===== src/design/biou_pkg.sv =====
//------------------------------------------------------------------------------
// biou_pkg
// Shared types for the box intersection-over-union pipeline.
//------------------------------------------------------------------------------
`default_nettype none

package biou_pkg;

   // Special-case flags that travel beside the divider data
   typedef struct packed {
      logic invalid;   // union area zero or negative
      logic sat;       // intersection at or above union
   } biou_flag_type;

endpackage : biou_pkg

`default_nettype wire


===== src/design/biou_div.sv =====
//------------------------------------------------------------------------------
// biou_div
// Pipelined restoring fraction divider: one quotient bit per stage, then a
// round-to-nearest (ties up) stage that also applies saturation and the
// invalid-union override.
//------------------------------------------------------------------------------
`default_nettype none

module biou_div #(
   parameter int NUM_BITS  = 36,
   parameter int FRAC_BITS = 16
) (
   input  wire                         clock,
   input  wire                         reset,
   input  wire                         in_valid,
   output logic                        in_ready,
   input  wire  [NUM_BITS-1:0]         in_num,
   input  wire  [NUM_BITS-1:0]         in_den,
   input  biou_pkg::biou_flag_type     in_flags,
   output logic                        out_valid,
   input  wire                         out_ready,
   output logic [FRAC_BITS:0]          out_ratio,
   output logic                        out_invalid
);
   import biou_pkg::*;

   localparam int NS = FRAC_BITS + 1;   // step stages plus rounding stage
   localparam logic [FRAC_BITS:0] ONE = {1'b1, {FRAC_BITS{1'b0}}};

   // per-stage registers
   logic [NUM_BITS-1:0]  r_ff   [FRAC_BITS];
   logic [NUM_BITS-1:0]  den_ff [FRAC_BITS];
   logic [FRAC_BITS-1:0] q_ff   [FRAC_BITS];
   biou_flag_type        flag_ff[FRAC_BITS];
   logic [NS-1:0]        v_ff;
   logic [FRAC_BITS:0]   ratio_ff;
   logic                 inv_ff;

   // stage sources
   logic [NUM_BITS-1:0]  r_src   [FRAC_BITS];
   logic [NUM_BITS-1:0]  den_src [FRAC_BITS];
   logic [FRAC_BITS-1:0] q_src   [FRAC_BITS];
   biou_flag_type        flag_src[FRAC_BITS];
   logic [NS-1:0]        v_src;

   // a stage moves when it is empty or the next one moves
   logic [NS:0] mv;
   assign mv[NS] = out_ready;

   genvar k;
   generate
      for (k = 0; k < NS; k++) begin : g_mv
         assign mv[k] = !v_ff[k] || mv[k+1];
      end
   endgenerate

   assign in_ready = mv[0];

   // stage sources: stage zero from the port, others from the stage before
   assign r_src[0]    = (in_flags.invalid || in_flags.sat) ? '0 : in_num;
   assign den_src[0]  = in_den;
   assign q_src[0]    = '0;
   assign flag_src[0] = in_flags;
   assign v_src[0]    = in_valid;

   generate
      for (k = 1; k < FRAC_BITS; k++) begin : g_src
         assign r_src[k]    = r_ff[k-1];
         assign den_src[k]  = den_ff[k-1];
         assign q_src[k]    = q_ff[k-1];
         assign flag_src[k] = flag_ff[k-1];
         assign v_src[k]    = v_ff[k-1];
      end
   endgenerate
   assign v_src[FRAC_BITS] = v_ff[FRAC_BITS-1];

   // one restoring step per stage
   generate
      for (k = 0; k < FRAC_BITS; k++) begin : g_step
         logic [NUM_BITS:0] r2;
         logic              take;
         logic [NUM_BITS:0] diff;

         always_comb begin
            r2   = {r_src[k], 1'b0};
            take = (r2 >= {1'b0, den_src[k]});
            diff = r2 - {1'b0, den_src[k]};
         end

         always_ff @(posedge clock) begin
            if (mv[k]) begin
               r_ff[k]    <= take ? diff[NUM_BITS-1:0] : r2[NUM_BITS-1:0];
               den_ff[k]  <= den_src[k];
               q_ff[k]    <= {q_src[k][FRAC_BITS-2:0], take};
               flag_ff[k] <= flag_src[k];
            end
         end
      end
   endgenerate

   // valid bits
   always_ff @(posedge clock) begin
      if (reset) begin
         v_ff <= '0;
      end else begin
         for (int i = 0; i < NS; i++) begin
            if (mv[i]) begin
               v_ff[i] <= v_src[i];
            end
         end
      end
   end

   // rounding, saturation and invalid override
   logic               rnd;
   logic [FRAC_BITS:0] ratio_in;
   logic               inv_in;

   always_comb begin
      rnd = ({r_ff[FRAC_BITS-1], 1'b0} >= {1'b0, den_ff[FRAC_BITS-1]});
      ratio_in = {1'b0, q_ff[FRAC_BITS-1]} + (FRAC_BITS+1)'(rnd);
      inv_in   = flag_ff[FRAC_BITS-1].invalid;
      if (flag_ff[FRAC_BITS-1].invalid) begin
         ratio_in = '0;
      end else if (flag_ff[FRAC_BITS-1].sat || ratio_in > ONE) begin
         ratio_in = ONE;
      end
   end

   always_ff @(posedge clock) begin
      if (mv[FRAC_BITS]) begin
         ratio_ff <= ratio_in;
         inv_ff   <= inv_in;
      end
   end

   assign out_valid   = v_ff[FRAC_BITS];
   assign out_ratio   = ratio_ff;
   assign out_invalid = inv_ff;

endmodule : biou_div

`default_nettype wire


===== config.mk =====
export PLATFORM = sky130hd
export DESIGN_NAME = biou_div
export DESIGN_NICKNAME = d
export VERILOG_FILES = /design/src/design/biou_pkg.sv /design/src/design/biou_div.sv
export SDC_FILE = /design/constraint.sdc
export NUM_CORES = 2
export LEC_CHECK = 0
export ABC_AREA = 1
export BUFFER_PORTS_ARGS = -buffer_cell sky130_fd_sc_hd__buf_4
export CORE_MARGIN = 1.5
export CORE_UTILIZATION = 40
export DETAILED_ROUTE_END_ITERATION = 8
export SETUP_SLACK_MARGIN = 0.5
export SLEW_MARGIN = 25
export SYNTH_ARGS = -nofsm -noshare
export SYNTH_HDL_FRONTEND = slang
export SYNTH_SLANG_ARGS = --single-unit

===== constraint.sdc =====
create_clock -name clock -period 22 [get_ports clock]
set_clock_uncertainty 0.1 [all_clocks]
set_input_delay 2.2 -clock clock [delete_from_list [all_inputs] [get_ports clock]]
set_output_delay 2.2 -clock clock [all_outputs]
set_load 0.01 [all_outputs]

Yosys cells after proc, flatten, opt, wreduce, memory -nomap -nowiden
Memory sizes are Yosys's and may differ from the RTL's.
Cells that the tools add are included.
{ "word_totals": {"ff_bits": 35, "ramBits": 1440, "inputBits": 78, "elab_cells": 146, "memories": 4} }
{ "classes": {"n_addsub": 17, "magnitude_cmp": 18, "mux": 50, "n_reduce_logical": 37} }
{ "memory_table": {"columns": ["name", "depth", "word_bits", "rd", "rd_clocked_by_memory_dff", "write_ports", "line", "source"], "rows": [
  ["den_ff", 16, 36, 16, 0, 16, "biou_div.sv:32", "logic [NUM_BITS-1:0] den_ff [FRAC_BITS];"],
  ["r_ff", 16, 36, 16, 0, 16, "biou_div.sv:31", "logic [NUM_BITS-1:0] r_ff [FRAC_BITS];"],
  ["q_ff", 16, 16, 16, 0, 16, "biou_div.sv:33", "logic [FRAC_BITS-1:0] q_ff [FRAC_BITS];"],
  ["flag_ff", 16, 2, 16, 0, 16, "biou_div.sv:34", "biou_flag_type flag_ff[FRAC_BITS];"]
]} }
{ "op_table": {"columns": ["op", "count"], "rows": [
  ["37-bit by 36-bit >= comparator with 1-bit output", 17],
  ["36-bit two-way mux", 17],
  ["36-bit subtractor", 16],
  ["1-bit two-way mux", 32],
  ["1-bit logical OR", 19],
  ["16-bit by 1-bit adder with 17-bit output", 1],
  ["17-bit greater-than comparator, second input constant", 1],
  ["1-bit logical NOT", 17],
  ["17-bit two-way mux", 1],
  ["2-bit OR reduction", 1]
]} }

Logic depth before layout (Yosys ltp)
{ "logic_depth": {"word_depth": 20, "mapped_depth": 26, "depth_no_buf": 25} }

Least setup slack after synthesis
Ideal clock, no wire load.
{ "synth_path": {"kind": "input-to-output", "from": "input port out_ready", "to": "output port in_ready", "arrival_time_ns": 13.307, "required_time_ns": 19.700, "setup_slack_ns": 6.393, "stages": 10, "n_path_buf": 0, "path_cell_list": "inv_1 -> nand3_2 -> nor2_1 -> nand4_1 -> nor2_2 -> nand4_2 -> nor2_2 -> nand4_2 -> nor2_1 -> nand3_1"} }
{ "synth_via": {"elab_chain_cells": 17} }
{ "synth_lines": {"columns": ["element", "line", "source"], "rows": [
  ["start, declared", "biou_div.sv:21", "input wire out_ready,"],
  ["1-bit logical OR (2 in series)", "biou_div.sv:53", "assign mv[k] = !v_ff[k] || mv[k+1];"],
  ["named net mv[15]", "biou_div.sv:47", "logic [NS:0] mv;"],
  ["1-bit logical OR (4 in series)", "biou_div.sv:53", null],
  ["named net mv[11]", "biou_div.sv:47", null],
  ["1-bit logical OR (4 in series)", "biou_div.sv:53", null],
  ["named net mv[7]", "biou_div.sv:47", null],
  ["1-bit logical OR (4 in series)", "biou_div.sv:53", null],
  ["named net mv[3]", "biou_div.sv:47", null],
  ["1-bit logical OR (3 in series)", "biou_div.sv:53", null],
  ["end, declared", "biou_div.sv:16", "output logic in_ready,"]
]} }
The timed path passes the listed nets, and every way through them passes these cells.

Final worst setup path
Same ends and word-level chain as after synthesis.

==> impl_metrics.tcl <==
set metrics [dict create \
    status "completed" \
    worst_ir_drop_vdd_v 0.0000904 \
    cts_tree "built" \
    leakage_nw 42.7 \
    syn_inst 10119 \
    power_mw 14.3 \
    cts.hold.buffers_added 0 \
    post_drt_wl_per_cell_um 22.3 \
    grt_first_pass_wirelength_um 433000 \
    layout.nets 10990 \
    row_count 171 \
    ios 98 \
    post-route-min-period_ps 7800 \
    postPlaceCellArea_sq_mm 0.0908 \
    cts_resized 0 \
    seq_area_frac_synth_pct 46.5 \
    drv_cap 0 \
    worstHoldPathType "reg -> reg" \
    path_cells "buf_4, inv_1, nand3_4, nor2_1, nand4_1, buf_4, nor2_2, nand4_4, nor2_2, nand4_4, buf_4, nor2_1, nand3_4, buf_4" \
    start_util_pct 40.2 \
    gp_congestion 0.991 \
    ys_seq_elements 1355 \
    design.core.area_sq_mm 0.217 \
    cp.arrival_ps 5500 \
    max_freq_ghz 0.128 \
    wl_um 296000 \
    final_cell_area_sq_mm 0.0959 \
    htree_levels 4 \
    clk_pin_slew_worst_paths_ps 60 \
    slew_violations 0 \
    drcViolationCount 0 \
    dp_slack_ps 14170 \
    timing.final.hold_violations 0 \
    clockRootBuffer "clkbuf_16" \
    die_y_um 470 \
    fin_crit_sh_pct 35.4 \
    end_kind "output port" \
    cts_setup_buffers 0 \
    cts_sinks 1355 \
    cts_buffers 152 \
    crit_buf_inv 5 \
    hold_path_depth 0 \
    overflow 0 \
    dieWidth_um 470 \
    track_usage_pct 26.2 \
    synth_nets 10826 \
    synthToLayoutAreaGrowth_pct 10.1 \
    powerDensity_mw_per_mm2 149 \
    drive_gt1_share_pct 5.82 \
    drt_iter0_markers 6796 \
    antenna_found_initial 13 \
    rsz0062_at_grt "no" \
    dp_hpwl_um 243000 \
    grt_pass1_vias 67384 \
    vias_per_cell 5.36 \
    grt_max_degree 81 \
    num_vias 71055 \
    tightestPinTransition_ps 1020 \
    syn_area_sq_mm 0.0871 \
    path_depth 14 \
    post-route-util_pct 44.3 \
    cpMostUsedCell "buf_4" \
    synth.distinct_cells 56 \
    ff2ff_path_depth 22 \
    finalWorstSetupSlack_ps 14200 \
    firstDrtPassIters 6 \
    dieArea_sq_mm 0.221 \
    port_buffers 97 \
    crit_end "in_ready" \
    worstPathMaxFanout 41 \
    cpMaxStageDelayCell "nor2_1" \
    crit_type "in -> out" \
    reg2reg_slack_ps 17040 \
    fin_setup_tns_ps 0 \
    cpLargestDelayFamily "simple AND/OR/NAND/NOR gates" \
    r2r-start "r_ff[1][286]" \
    timing.rr.end "out_ratio[15]" \
    critPathRequiredTime_ps 19700 \
    slew_headroom_pct 32.3 \
    cts_max_path_buffers 3 \
    yosysWarnings 0 \
    clock_latency_ps 840 \
    syn_avg_cell_area_sq_um 8.61 \
    ant_nets 0 \
    startpoint_type "primary input" \
    crit_path_max_incr_delay_ps 520 \
    setup-violations-final 0 \
    worstSetupStartpoint "out_ready" \
]
==> power breakdown <==
| group | switching (mW) | internal [mW] | total [mW] |
|---|---|---|---|
| clock network | 1.12 | 1.49 | 2.61 |
| logic | 4.84 | 2.33 | 7.17 |
| registers | 0.633 | 3.92 | 4.55 |
==> per-stage QoR <==
step	std cells	hold slack [ps]
global route	13262	312
detailed placement	12983	305
CTS	13258	297
finish	13263	307
global placement	12983	301
floorplan	10119	300
==> cell usage after synthesis, drive strengths merged <==
library cell  count  area (sq um)
or2              21           131
inv            1541          5800
a21o            105           788
o21bai           61           458
edfxtp         1338         40200
clkbuf           13          48.8
o221a            13           146
nand2          2521          9570
o2111ai           1          8.76
nor4b             1          8.76
nor3             89           475
ha              613          7670
a31o              2          17.5
a211oi           33           248
o211a             3          30.0
nor4             56           378
buf             100           848
a21oi           693          3480
nand3b           61           458
fa               16           320
o21ai           739          4100
and3              2          12.5
o211ai           34           275
nand4           142           941
o221ai            8          70.1
xor2            190          1660
xnor2           246          2150
and2             10          62.6
dfxtp            17           340
nor2            935          3530
o21a              4          30.0
nand3           323          1670
clkinv            1          3.75
a31oi           159           995
a21boi           28           210
==> layout by cell type, fill, tap and decap left out, drive strengths merged, types with 3 or more instances in the layout <==
cell type | netlist | routed
nand2 | 2521 | 2521
inv | 1541 | 1544
edfxtp | 1338 | 1338
nor2 | 935 | 935
o21ai | 739 | 739
a21oi | 693 | 693
ha | 613 | 613
nand3 | 323 | 323
xnor2 | 246 | 246
xor2 | 190 | 190
clkbuf | 13 | 176
a31oi | 159 | 159
nand4 | 142 | 142
buf | 100 | 123
a21o | 105 | 105
nor3 | 89 | 89
clkinv | 1 | 69
nand3b | 61 | 61
o21bai | 61 | 61
nor4 | 56 | 56
o211ai | 34 | 34
a211oi | 33 | 33
a21boi | 28 | 28
or2 | 21 | 21
dfxtp | 17 | 17
fa | 16 | 16
bufinv | 0 | 16
o221a | 13 | 13
clkinvlp | 0 | 12
and2 | 10 | 10
o221ai | 8 | 8
diode | 0 | 5
o21a | 4 | 4
o211a | 3 | 3
==> worst min-delay path by stage <==
stage / from / to / slack (ps)
after floorplan: flag_ff[0][8] / flag_ff[0][10] / 300
after global placement: q_ff[1][55] / q_ff[1][72] / 300
after detailed placement: flag_ff[0][2] / flag_ff[0][4] / 300
after CTS: q_ff[0][116] / q_ff[1][5] / 300
after global routing: q_ff[0][116] / q_ff[1][5] / 310
final: q_ff[0][116] / q_ff[1][5] / 310
==> area by class of cell <==
type	instances	area [sq um]
diodes	5	12.5
clock buffers	176	3930
clock inverters	99	1190
fillers	21383	121000
inverters	1542	5810
multi-input cells	7109	40000
flip-flops and latches	1355	40500
well taps	2854	3570
repair buffers	123	931
==> per-layer routing <==
metal / part of all wire [%] / vias to the layer above / GRT usage (%)
li1: - / 34473 / -
met1: 45 / 33955 / 36.7
met2: 45 / 2231 / 41.8
met3: 6.1 / 390 / 3.56
met4: 3.1 / 6 / 8.10
met5: 0.013 / - / 0
==> worst reg2reg max path, cell delays in order, from the launching register on <==
cell	delay (ps)
edfxtp_1	380
ha_1	330
nand2_1	60
nor3_1	340
inv_1	70
nor3_1	310
nor4b_1	510
nand4_1	160
nand4_1	230
ha_1	220
ha_1	190
nand2_1	80
nor2_1	170
nand3_1	220
nor2_1	240
nand2_1	100
xor2_1	240
nand3_1	100
nor2_1	110
nand3_1	80
nand2_1	90
nand2_2	190
a21oi_1	250
==> sequential cells by signal (all words and copies together) (netlist names) <==
signal	count
v_ff	17
out_ratio	17
den_ff	576
out_invalid	1
flag_ff	32
q_ff	136
r_ff	576
==> kinds of logic after synthesis <==
kind of cell	count (synthesis)	synth area share [%]
flip-flops	1355	46.5
AO/OA/AOI/OAI	1883	12.5
buffers and inverters	1655	7.69
AND/OR/NAND/NOR	4161	19.8
XOR/XNOR	436	4.38
adder cells (fa/ha/maj)	629	9.17
No activity file was read; power rests on OpenSTA's default activity.
